**src/design/vc1scp_pkg.sv**
```systemverilog
`default_nettype none
package vc1scp_pkg;

   // Start code prefix as it sits in the three-byte window
   localparam logic [23:0] START_PREFIX  = 24'h000001;
   localparam logic [7:0]  SUFFIX_LIMIT  = 8'h20;

   // Start code suffixes
   localparam logic [7:0]  SC_SEQ_HDR    = 8'h0F;
   localparam logic [7:0]  SC_ENTRY      = 8'h0E;
   localparam logic [7:0]  SC_FRAME      = 8'h0D;
   localparam logic [7:0]  SC_FIELD      = 8'h0C;
   localparam logic [7:0]  SC_SLICE      = 8'h0B;

   // Sequence header check byte
   localparam logic [1:0]  PROFILE_ADV   = 2'd3;
   localparam logic [2:0]  LEVEL_LIMIT   = 3'd5;
   localparam logic [1:0]  CHROMA_420    = 2'd1;

   // Scan positions to skip
   localparam logic [3:0]  SKIP_CODE     = 4'd4;
   localparam logic [3:0]  SKIP_ENTRY    = 4'd6;
   localparam logic [3:0]  SKIP_SEQ_ADD  = 4'd6;

   localparam logic [1:0]  FILL_FULL     = 2'd3;

   // Result classes
   localparam logic [1:0]  CLASS_NONE    = 2'd0;
   localparam logic [1:0]  CLASS_WEAK    = 2'd1;
   localparam logic [1:0]  CLASS_STRONG  = 2'd2;

   localparam int          OUT_BITS      = 16;
   localparam logic [15:0] OUT_MAX       = 16'hFFFF;

   typedef struct packed {
      logic done;            // last byte transferred this cycle
      logic header_pending;  // sequence header still waits for its check byte
   } scan_flags_type;

endpackage
`default_nettype wire

```
**src/design/vc1_start_code_probe.sv**
```systemverilog
// Channel   Ports                                            Direction
// req       req_valid, req_ready, req_data_byte, req_last_byte   in
// rsp       rsp_valid, rsp_ready, rsp_score_class,
//           rsp_frames_seen, rsp_invalid_seen                    out
//
// One byte per cycle unless stalled; a result shows the cycle after its last byte.
// Scan state updates in one pass from the scanner registers; the result register
// holds the final counts and class.
// Reset (synchronous) clears scan state and result valid; a last byte clears scan state.
// A stalled result blocks only a further last byte; other bytes keep flowing.
`default_nettype none
module vc1_start_code_probe #(
   parameter int COUNT_BITS = 16
) (
   input  wire logic        clock,
   input  wire logic        reset,
   input  wire logic        req_valid,
   output logic             req_ready,
   input  wire logic [7:0]  req_data_byte,
   input  wire logic        req_last_byte,
   output logic             rsp_valid,
   input  wire logic        rsp_ready,
   output logic      [1:0]  rsp_score_class,
   output logic      [15:0] rsp_frames_seen,
   output logic      [15:0] rsp_invalid_seen
);
   import vc1scp_pkg::*;

   scan_flags_type        flags;
   logic [COUNT_BITS-1:0] frames_out;
   logic [COUNT_BITS-1:0] invalid_out;
   logic                  take;

   // hold a last byte while the previous result waits
   assign req_ready = !rsp_valid || rsp_ready || !req_last_byte;
   assign take      = req_valid && req_ready;

   vc1scp_scanner #(.COUNT_BITS(COUNT_BITS)) u_scanner (
      .clock       (clock),
      .reset       (reset),
      .take        (take),
      .data_byte   (req_data_byte),
      .last_byte   (req_last_byte),
      .flags       (flags),
      .frames_out  (frames_out),
      .invalid_out (invalid_out)
   );

   vc1scp_result #(.COUNT_BITS(COUNT_BITS)) u_result (
      .clock            (clock),
      .reset            (reset),
      .flags            (flags),
      .frames_out       (frames_out),
      .invalid_out      (invalid_out),
      .rsp_ready        (rsp_ready),
      .rsp_valid        (rsp_valid),
      .rsp_score_class  (rsp_score_class),
      .rsp_frames_seen  (rsp_frames_seen),
      .rsp_invalid_seen (rsp_invalid_seen)
   );

endmodule
`default_nettype wire

```
**src/design/vc1scp_scanner.sv**
```systemverilog
`default_nettype none
module vc1scp_scanner #(
   parameter int COUNT_BITS = 16
) (
   input  wire logic                       clock,
   input  wire logic                       reset,
   input  wire logic                       take,
   input  wire logic [7:0]                 data_byte,
   input  wire logic                       last_byte,
   output vc1scp_pkg::scan_flags_type      flags,
   output logic      [COUNT_BITS-1:0]      frames_out,
   output logic      [COUNT_BITS-1:0]      invalid_out
);
   import vc1scp_pkg::*;

   localparam logic [COUNT_BITS-1:0] CNT_MAX = '1;

   logic [23:0]           window_ff,  window_in;
   logic [3:0]            skip_ff,    skip_in;
   logic                  pending_ff, pending_in;
   logic [1:0]            fill_ff,    fill_in;
   logic [COUNT_BITS-1:0] seq_ff,     seq_in;
   logic [COUNT_BITS-1:0] entry_ff,   entry_in;
   logic [COUNT_BITS-1:0] frame_ff,   frame_in;
   logic [COUNT_BITS-1:0] invalid_ff, invalid_in;

   logic check_ok;
   logic code_hit;

   assign check_ok = (data_byte[7:6] == PROFILE_ADV) && (data_byte[5:3] < LEVEL_LIMIT)
                     && (data_byte[2:1] == CHROMA_420);
   assign code_hit = (fill_ff == FILL_FULL) && (window_ff == START_PREFIX)
                     && (data_byte < SUFFIX_LIMIT);

   always_comb begin
      seq_in     = seq_ff;
      entry_in   = entry_ff;
      frame_in   = frame_ff;
      invalid_in = invalid_ff;
      skip_in    = skip_ff;
      pending_in = 1'b0;

      // check byte of a sequence header
      if (pending_ff) begin
         if (check_ok) begin
            seq_in  = (seq_ff == CNT_MAX) ? CNT_MAX : seq_ff + 1'b1;
            skip_in = skip_ff + SKIP_SEQ_ADD;
         end else begin
            seq_in     = '0;
            invalid_in = (invalid_ff == CNT_MAX) ? CNT_MAX : invalid_ff + 1'b1;
         end
      end

      if (skip_in != 4'd0) begin
         skip_in = skip_in - 1'b1;
      end else if (code_hit) begin
         skip_in = SKIP_CODE;
         case (data_byte)
            SC_SEQ_HDR: begin
               pending_in = 1'b1;
            end
            SC_ENTRY: begin
               if (seq_in == '0) begin
                  invalid_in = (invalid_in == CNT_MAX) ? CNT_MAX : invalid_in + 1'b1;
               end else begin
                  entry_in = (entry_ff == CNT_MAX) ? CNT_MAX : entry_ff + 1'b1;
                  skip_in  = SKIP_ENTRY;
               end
            end
            SC_FRAME, SC_FIELD, SC_SLICE: begin
               if (seq_in != '0 && entry_ff != '0) begin
                  frame_in = (frame_ff == CNT_MAX) ? CNT_MAX : frame_ff + 1'b1;
               end
            end
            default: begin
            end
         endcase
      end

      window_in = {window_ff[15:0], data_byte};
      fill_in   = (fill_ff == FILL_FULL) ? FILL_FULL : fill_ff + 1'b1;
   end

   always_ff @(posedge clock) begin
      if (reset || (take && last_byte)) begin
         window_ff  <= '0;
         skip_ff    <= '0;
         pending_ff <= 1'b0;
         fill_ff    <= '0;
         seq_ff     <= '0;
         entry_ff   <= '0;
         frame_ff   <= '0;
         invalid_ff <= '0;
      end else if (take) begin
         window_ff  <= window_in;
         skip_ff    <= skip_in;
         pending_ff <= pending_in;
         fill_ff    <= fill_in;
         seq_ff     <= seq_in;
         entry_ff   <= entry_in;
         frame_ff   <= frame_in;
         invalid_ff <= invalid_in;
      end
   end

   // Padding zeros only matter through a header still waiting for its check byte
   assign flags.done           = take && last_byte;
   assign flags.header_pending = pending_in;
   assign frames_out           = frame_in;
   assign invalid_out          = invalid_in;

endmodule
`default_nettype wire

```
**src/design/vc1scp_result.sv**
```systemverilog
`default_nettype none
module vc1scp_result #(
   parameter int COUNT_BITS = 16
) (
   input  wire logic                       clock,
   input  wire logic                       reset,
   input  wire vc1scp_pkg::scan_flags_type flags,
   input  wire logic [COUNT_BITS-1:0]      frames_out,
   input  wire logic [COUNT_BITS-1:0]      invalid_out,
   input  wire logic                       rsp_ready,
   output logic                            rsp_valid,
   output logic      [1:0]                 rsp_score_class,
   output logic      [15:0]                rsp_frames_seen,
   output logic      [15:0]                rsp_invalid_seen
);
   import vc1scp_pkg::*;

   localparam int WIDE = (COUNT_BITS > OUT_BITS) ? COUNT_BITS : OUT_BITS;
   localparam logic [COUNT_BITS-1:0] CNT_MAX = '1;

   logic                  valid_ff;
   logic [1:0]            class_ff,   class_in;
   logic [15:0]           frames_ff,  frames_in;
   logic [15:0]           invalid_ff, invalid_in;
   logic [COUNT_BITS-1:0] inv_final;
   logic [WIDE-1:0]       frames_wide;
   logic [WIDE-1:0]       inv_wide;

   always_comb begin
      // first padding byte fails a pending header check
      inv_final = invalid_out;
      if (flags.header_pending && invalid_out != CNT_MAX) begin
         inv_final = invalid_out + 1'b1;
      end

      if (frames_out > COUNT_BITS'(1) && (frames_out >> 1) > inv_final) begin
         class_in = CLASS_STRONG;
      end else if (frames_out != '0) begin
         class_in = CLASS_WEAK;
      end else begin
         class_in = CLASS_NONE;
      end

      frames_wide = WIDE'(frames_out);
      inv_wide    = WIDE'(inv_final);
      frames_in   = (frames_wide > WIDE'(OUT_MAX)) ? OUT_MAX : frames_wide[15:0];
      invalid_in  = (inv_wide > WIDE'(OUT_MAX)) ? OUT_MAX : inv_wide[15:0];
   end

   always_ff @(posedge clock) begin
      if (reset) begin
         valid_ff <= 1'b0;
      end else if (flags.done) begin
         valid_ff <= 1'b1;
      end else if (rsp_ready) begin
         valid_ff <= 1'b0;
      end
   end

   always_ff @(posedge clock) begin
      if (flags.done) begin
         class_ff   <= class_in;
         frames_ff  <= frames_in;
         invalid_ff <= invalid_in;
      end
   end

   assign rsp_valid        = valid_ff;
   assign rsp_score_class  = class_ff;
   assign rsp_frames_seen  = frames_ff;
   assign rsp_invalid_seen = invalid_ff;

   a_no_overwrite: assert property (@(posedge clock) disable iff (reset)
      flags.done |-> !(valid_ff && !rsp_ready))
      else $error("result overwritten while still waiting");

   a_done_shows: assert property (@(posedge clock) disable iff (reset)
      flags.done |=> valid_ff)
      else $error("final byte gave no result");

   a_class_none: assert property (@(posedge clock) disable iff (reset)
      valid_ff |-> ((class_ff == CLASS_NONE) == (frames_ff == 16'd0)))
      else $error("class disagrees with frame count");

   a_class_strong: assert property (@(posedge clock) disable iff (reset)
      (valid_ff && class_ff == CLASS_STRONG) |-> (frames_ff > 16'd1))
      else $error("strong class with too few frames");

endmodule
`default_nettype wire

```
**config.mk**
```make
export PLATFORM = sky130hd
export DESIGN_NAME = vc1_start_code_probe
export DESIGN_NICKNAME = d
export VERILOG_FILES = /design/src/design/vc1scp_pkg.sv /design/src/design/vc1_start_code_probe.sv /design/src/design/vc1scp_scanner.sv /design/src/design/vc1scp_result.sv
export SDC_FILE = /design/constraint.sdc
export NUM_CORES = 1
export LEC_CHECK = 0
export ABC_AREA = 1
export BUFFER_PORTS_ARGS = -buffer_cell sky130_fd_sc_hd__clkbuf_2
export CAP_MARGIN = 30
export CORE_ASPECT_RATIO = 1.25
export CORE_MARGIN = 2
export CORE_UTILIZATION = 49
export CTS_BUF_LIST = sky130_fd_sc_hd__clkbuf_8
export DETAILED_ROUTE_END_ITERATION = 10
export PLACE_DENSITY = 0.69
export RECOVER_POWER = 50
export SYNTH_ARGS = -nofsm -noshare
export SYNTH_HDL_FRONTEND = slang
export SYNTH_SLANG_ARGS = --single-unit
```
**constraint.sdc**
```tcl
create_clock -name clock -period 11.46 [get_ports clock]
set_input_delay 1.146 -clock clock [delete_from_list [all_inputs] [get_ports clock]]
set_output_delay 1.146 -clock clock [all_outputs]
set_load 0.005 [all_outputs]
```
# ---- Word-level counts from Yosys, hierarchy flattened
# Cells that the tools add are included.
dict set report word_totals {
  register_bits 130
  inputBits 13
  elab_cells 97
}
dict set report classes {
  addsub 9
  n_lt_le_gt_ge 6
  eq_ne 15
  mux 31
  bitwise 2
  reduce_logical 22
}
# operator n
set op_table {}
lappend op_table {{16-bit 2-to-1 mux} 18}
lappend op_table {{16-bit by 1-bit adder with 16-bit output, second input constant} 6}
lappend op_table {{16-bit == test, second input constant} 5}
lappend op_table {{16-bit nonzero test} 3}
lappend op_table {{8-bit by 4-bit == test with 1-bit output, second input constant} 5}
lappend op_table {{16-bit greater-than comparator, second input constant} 2}
lappend op_table {{24-bit by 1-bit == test with 1-bit output, second input constant} 1}
lappend op_table {{4-bit 2-to-1 mux} 5}
lappend op_table {{15-bit by 16-bit greater-than comparator with 1-bit output} 1}
lappend op_table {{16-bit by 1-bit greater-than comparator with 1-bit output, second input constant} 1}
lappend op_table {{16-bit logical NOT} 1}
lappend op_table {{16-bit != test, second input constant} 1}
lappend op_table {{1-bit logical AND} 9}
lappend op_table {{8-bit by 6-bit < comparator with 1-bit output, second input constant} 1}
lappend op_table {{1-bit 2-to-1 mux} 6}
lappend op_table {{5-bit AND reduction} 1}
lappend op_table {{4-bit by 3-bit adder with 4-bit output, second input constant} 1}
lappend op_table {{2-bit == test, second input constant} 2}
lappend op_table {{2-bit 2-to-1 mux} 2}
lappend op_table {{4-bit nonzero test} 1}
lappend op_table {{4-bit by 1-bit subtractor with 4-bit output, second input constant} 1}
lappend op_table {{1-bit logical OR} 3}
lappend op_table {{3-bit < comparator, second input constant} 1}
lappend op_table {{3-bit OR reduction} 1}
lappend op_table {{5 further kinds} 7}

# ---- Longest topological paths before layout
dict set report depth {
  ltp_word 16
  ltp_mapped 43
  ltp_nobuf 40
}

# ---- By module
# A second synthesis with hierarchy kept.
dict set report unflattened {
  hier_cells 1348
  area_unflattened_um2 8984.9
}
# mod instances cells_per_inst area_each_um2 seq_area_each_um2
set modules_own_cells {}
lappend modules_own_cells {vc1scp_scanner 1 1114 6836.6 1901.8}
lappend modules_own_cells {vc1scp_result 1 229 2127.0 1041.0}
lappend modules_own_cells {vc1_start_code_probe 1 5 21.3 0.0}

# ---- Worst setup path after synthesis
# OpenSTA, ideal clock, no wires.
dict set report synth_path {
  path_type {input to register}
  start {in req_data_byte[2]}
  end {reg u_result.class_ff[0] (netlist: u_result.rsp_score_class[0]), data pin}
  setup_time_ps 249
  arrival_time_ps 5960
  required_ps 11211
  setup_slack_ps 5251
  path_stages 39
  path_buffers 3
  path_cell_list {inv_1 -> nand2_1 -> nor2_2 -> nand2_2 -> nor2_2 -> buf_6 -> buf_6 -> xor2_1 -> ha_1 -> inv_1 -> nor2_4 -> nand2_4 -> inv_4 -> nand2_4 -> nor2_8 -> inv_2 -> nor2_4 -> nand2_1 -> [3 not listed] -> inv_1 -> nand2_1 -> o21ai_4 -> inv_2 -> buf_6 -> o21ai_2 -> inv_1 -> ha_1 -> nand2_1 -> or4_1 -> o221a_2 -> o21ai_0 -> a21oi_1 -> o21bai_1 -> nor2_1 -> nand3_1 -> nand2_1 -> inv_1}
}
dict set report synth_via {
  elab_chain_len 15
}
# item line_no
set synth_lines {}
lappend synth_lines {{from (decl)} vc1_start_code_probe.sv:19} ;# input wire logic [7:0] req_data_byte,
lappend synth_lines {{2-bit by 1-bit == test with 1-bit output} vc1scp_scanner.sv:31} ;# && (data_byte[2:1] == CHROMA_420);
lappend synth_lines {{1-bit logical AND} vc1scp_scanner.sv:31}
lappend synth_lines {{16-bit 2-to-1 mux} vc1scp_scanner.sv:45} ;# if (check_ok) begin
lappend synth_lines {{16-bit 2-to-1 mux} vc1scp_scanner.sv:44} ;# if (pending_ff) begin
lappend synth_lines {{16-bit by 1-bit adder with 16-bit output / 16-bit == test (equally long branches)} vc1scp_scanner.sv:64} ;# invalid_in = (invalid_in == CNT_MAX) ? CNT_MAX : invalid_in + 1'b1;
lappend synth_lines {{16-bit 2-to-1 mux} vc1scp_scanner.sv:64}
lappend synth_lines {{16-bit 2-to-1 mux} vc1scp_scanner.sv:63} ;# if (seq_in == '0) begin
lappend synth_lines {{16-bit 2-to-1 mux} vc1scp_scanner.sv:58} ;# case (data_byte)
lappend synth_lines {{16-bit 2-to-1 mux} vc1scp_scanner.sv:56} ;# end else if (code_hit) begin
lappend synth_lines {{16-bit 2-to-1 mux *} vc1scp_scanner.sv:54} ;# if (skip_in != 4'd0) begin
lappend synth_lines {{named net invalid_out[0]} vc1_start_code_probe.sv:31} ;# logic [COUNT_BITS-1:0] invalid_out;
lappend synth_lines {{branches (longest 2 deep; another with 16-bit by 1-bit adder with 16-bit output)} n/a}
lappend synth_lines {{16-bit 2-to-1 mux *} vc1scp_result.sv:32} ;# if (flags.header_pending && invalid_out != CNT_MAX) begin
lappend synth_lines {{named net u_result.inv_final[7]} vc1scp_result.sv:25} ;# logic [COUNT_BITS-1:0] inv_final;
lappend synth_lines {{15-bit by 16-bit greater-than comparator with 1-bit output *} vc1scp_result.sv:36} ;# if (frames_out > COUNT_BITS'(1) && (frames_out >> 1) > inv_final) begin
lappend synth_lines {{1-bit logical AND *} vc1scp_result.sv:36}
lappend synth_lines {{to (signal assigned)} vc1scp_result.sv:62} ;# class_ff <= class_in;
lappend synth_lines {{to (decl)} vc1scp_result.sv:22} ;# logic [1:0] class_ff, class_in;
# Mark *: on every way through the listed nets, which the timed path passes.
# A chain may end at the register's enable or synchronous reset.

# ---- Worst setup path after layout
dict set report layout_path {
  start {in rsp_ready}
  end {reg u_scanner.frame_ff[13]}
}
dict set report layout_via {
  elab_chain_len 5
}
# item line_no
set layout_lines {}
lappend layout_lines {{from (decl)} vc1_start_code_probe.sv:22} ;# input wire logic rsp_ready,
lappend layout_lines {{1-bit logical OR * (2 in a row)} vc1_start_code_probe.sv:35} ;# assign req_ready = !rsp_valid || rsp_ready || !req_last_byte;
lappend layout_lines {{1-bit logical AND *} vc1_start_code_probe.sv:36} ;# assign take = req_valid && req_ready;
lappend layout_lines {{1-bit logical AND} vc1scp_scanner.sv:85} ;# if (reset || (take && last_byte)) begin
lappend layout_lines {{1-bit logical OR} vc1scp_scanner.sv:85}
lappend layout_lines {{to (signal assigned)} vc1scp_scanner.sv:101} ;# frame_ff <= frame_in;
lappend layout_lines {{to (decl)} vc1scp_scanner.sv:24} ;# logic [COUNT_BITS-1:0] frame_ff, frame_in;
# Mark *: on every way between the ends. The rest lies on a longest branch, timed or not.

==> flow_summary.json <==
{
  "fin_crit_ns": 7.47,
  "cellPowerDensity_nw_per_um2": 113,
  "setup_viol": 0,
  "maxSlewHeadroom_pct": -164,
  "grt_util_met2_pct": 44.7,
  "syn_area_um2": 9250,
  "drive_gt1_share_pct": 12.7,
  "initial_core_util_pct": 49.7,
  "rsz0062_at_grt": "no",
  "synth_edf_count": 34,
  "cap_violations": 3,
  "grtUsageMet3_pct": 3.11,
  "setup_tns_ns": 0,
  "netlist_instances": 1376,
  "drt_wl_total_mm": 23.9,
  "yosys_warnings": 0,
  "vdd_drop_max_mv": 0.0705,
  "drt_first_iter_violations": 422,
  "gp_congestion": 0.965,
  "cts_max_level": 4,
  "cts_setup_buffers": 0,
  "synth_area_leader_cell": "dfxtp_1",
  "hp-class": "register to register",
  "die_x_um": 127,
  "violations": "max-capacitance violations, max-slew violations",
  "end_kind": "register",
  "cts.repair.resized": 0,
  "grt_max_degree": 95,
  "ant_nets": 0,
  "fp.coreArea_um2": 18600,
  "status": "finished, violations left",
  "antenna_found_initial": 0,
  "fin_util_pct": 53.6,
  "dieArea_um2": 20000,
  "cp.arrival_ns": 7.84,
  "cts_buffer_depth": 2,
  "dpl_cell_area_um2": 9610,
  "p_leak_uw": 0.00451,
  "finalHoldViolations": 0,
  "port_buffers": 48,
  "clock.fmax_mhz": 134,
  "wl_per_cell_um": 14.4,
  "cts_tree": "built",
  "stdcell_count": 1654,
  "cts_sinks": 130,
  "antenna_cells": 0,
  "slew_viol_final": 201,
  "design_area_um2": 9990,
  "clk_pin_slew_ns": 0.08,
  "synth_top_flop_cell": "dfxtp_1",
  "hold_buffers": 0,
  "nNetsFinal": 1447,
  "synth-seq-cells": 130,
  "finClkSkew_ns": 0.0143,
  "cp-start-kind": "input port",
  "synth_area_per_cell_um2": 6.73,
  "cp.required_ns": 11.83,
  "syn2layout_area_growth_pct": 8.00,
  "drc": 0,
  "final_common_cell": "nand2_1",
  "grt_pass1_vias": 8252,
  "cts_made_buffers": 17,
  "yosysSeqAreaShare_pct": 31.8,
  "critPathMaxFanout": 94,
  "die_y_um": 158,
  "syn-num-nets": 1414,
  "avgViaCountPerCell": 5.33,
  "gr-usage-all-layers_pct": 24.5,
  "overflow": 0,
  "period_share_pct": 65.2,
  "row_count": 56,
  "clkLatencyLatePin_ns": 0.46,
  "root_buffer": "clkbuf_8",
  "worstMarginPinSlew_ns": 3.96,
  "grt_pass1_wl_mm": 39.5,
  "synth_top_area_share_pct": 20.8,
  "vias": 8824,
  "dp_cells": 1622,
  "synthArstFlopShare_pct": 0,
  "layout_common_cells": "nand2_1, inv_1, nor2_1",
  "grt_use_met1_pct": 28.1,
  "ys_types": 49,
  "worstSetupPathType": "input port to register",
  "busiest_layer": "met2",
  "hpwlAfterDp_mm": 18.1,
  "first_pass_iters": 5,
  "hold_slack_ns": 0.452,
  "synth_area_leaders": "dfxtp_1, nand2_1, edfxtp_1",
  "io_pins": 49
}
synthesized netlist by cell type, types with 4 or more instances:
cell,count
inv_2,13
a211oi_1,7
nor2_2,16
xor2_1,25
nand4_1,43
nand3_2,18
a21oi_1,86
nor2_8,4
nor3_1,37
o21ai_2,12
nand2_4,6
clkbuf_1,26
dfxtp_1,96
ha_1,25
edfxtp_1,34
nor2_4,12
o21ai_0,82
buf_6,8
o21ai_1,7
nor4_1,12
nand2_1,327
nor2_1,132
nand3_1,79
inv_1,202
nand2_2,15
nand3b_1,6
or2_2,7
a31oi_1,7
state kept, by name, indices dropped and copies added, names as in the netlist, 4 cells and up:
signal and count:
u_scanner.frame_ff 16, u_result.rsp_invalid_seen 16, u_scanner.window_ff 24, u_scanner.seq_ff 16, u_scanner.skip_ff 4, u_scanner.entry_ff 16, u_result.rsp_frames_seen 16, u_scanner.invalid_ff 16
area by class of cell:
type / count / area, um2
fillers: 1868 / 8640
well taps: 232 / 290
multi-input cells: 991 / 5290
inverters: 217 / 820
repair buffers: 52 / 239
clock inverters: 15 / 180
clock buffers: 17 / 234
flip-flops and latches: 130 / 2940
path summary, 6_finish.rpt:
path | slack, ns | to | start | cells after the start
max | 3.99 | u_scanner.frame_ff[13]$_SDFFE_PP0P_ | rsp_ready | 12
min | 0.45 | u_scanner.skip_ff[0]$_SDFFE_PP0P_ | u_scanner.skip_ff[0]$_SDFFE_PP0P_ | 1
max reg2reg | 4.09 | u_result.rsp_score_class[0]$_SDFFCE_PP0P_ | u_scanner.pending_ff$_SDFFE_PP0P_ | 35
min reg2reg | 0.45 | u_scanner.skip_ff[0]$_SDFFE_PP0P_ | u_scanner.skip_ff[0]$_SDFFE_PP0P_ | 1
where the power goes:
group          total (uW)  internal [uW]  switching (uW)
Clock                 420            217             203
Combinational         195           64.4             131
Sequential            512            494            19.0
Total                1130            775             353
through the flow:
| step | setup slack (ns) | total power, uW |
|---|---|---|
| final | 3.99 | 1130 |
| after global routing | 3.09 | 1180 |
| after CTS | 4.13 | 1140 |
| after detailed placement | 3.97 | 717 |
| after global placement | 4.15 | 714 |
| after floorplan | 5.25 | 664 |
cell families (layout without fill, tap and decap cells):
group | after synthesis | after routing | synth area share [%]
AO/OA/AOI/OAI | 211 | 211 | 12.7
XOR/XNOR | 27 | 27 | 2.64
adder cells (fa/ha/maj) | 25 | 25 | 3.38
buffers and inverters | 255 | 301 | 11.1
flip-flops | 130 | 130 | 31.8
AND/OR/NAND/NOR | 728 | 728 | 38.4
metal layers:
metal,vias to the layer above,routed length [um]
li1,4549,-
met1,3976,10300
met2,240,11700
met3,59,1000
met4,0,918
met5,-,0
worst max-delay path, stage by stage:
cell	delay, ns
clkbuf_2	0.08
nor2_1	0.13
nand2_1	0.11
nand2_2	0.06
clkbuf_1	2.75
clkinv_1	0.49
nand2_1	0.26
nand2_2	0.05
clkbuf_1	1.15
inv_1	1.18
o21ai_0	0.20
a31oi_1	0.20
No activity file was read; power rests on OpenSTA's default activity.
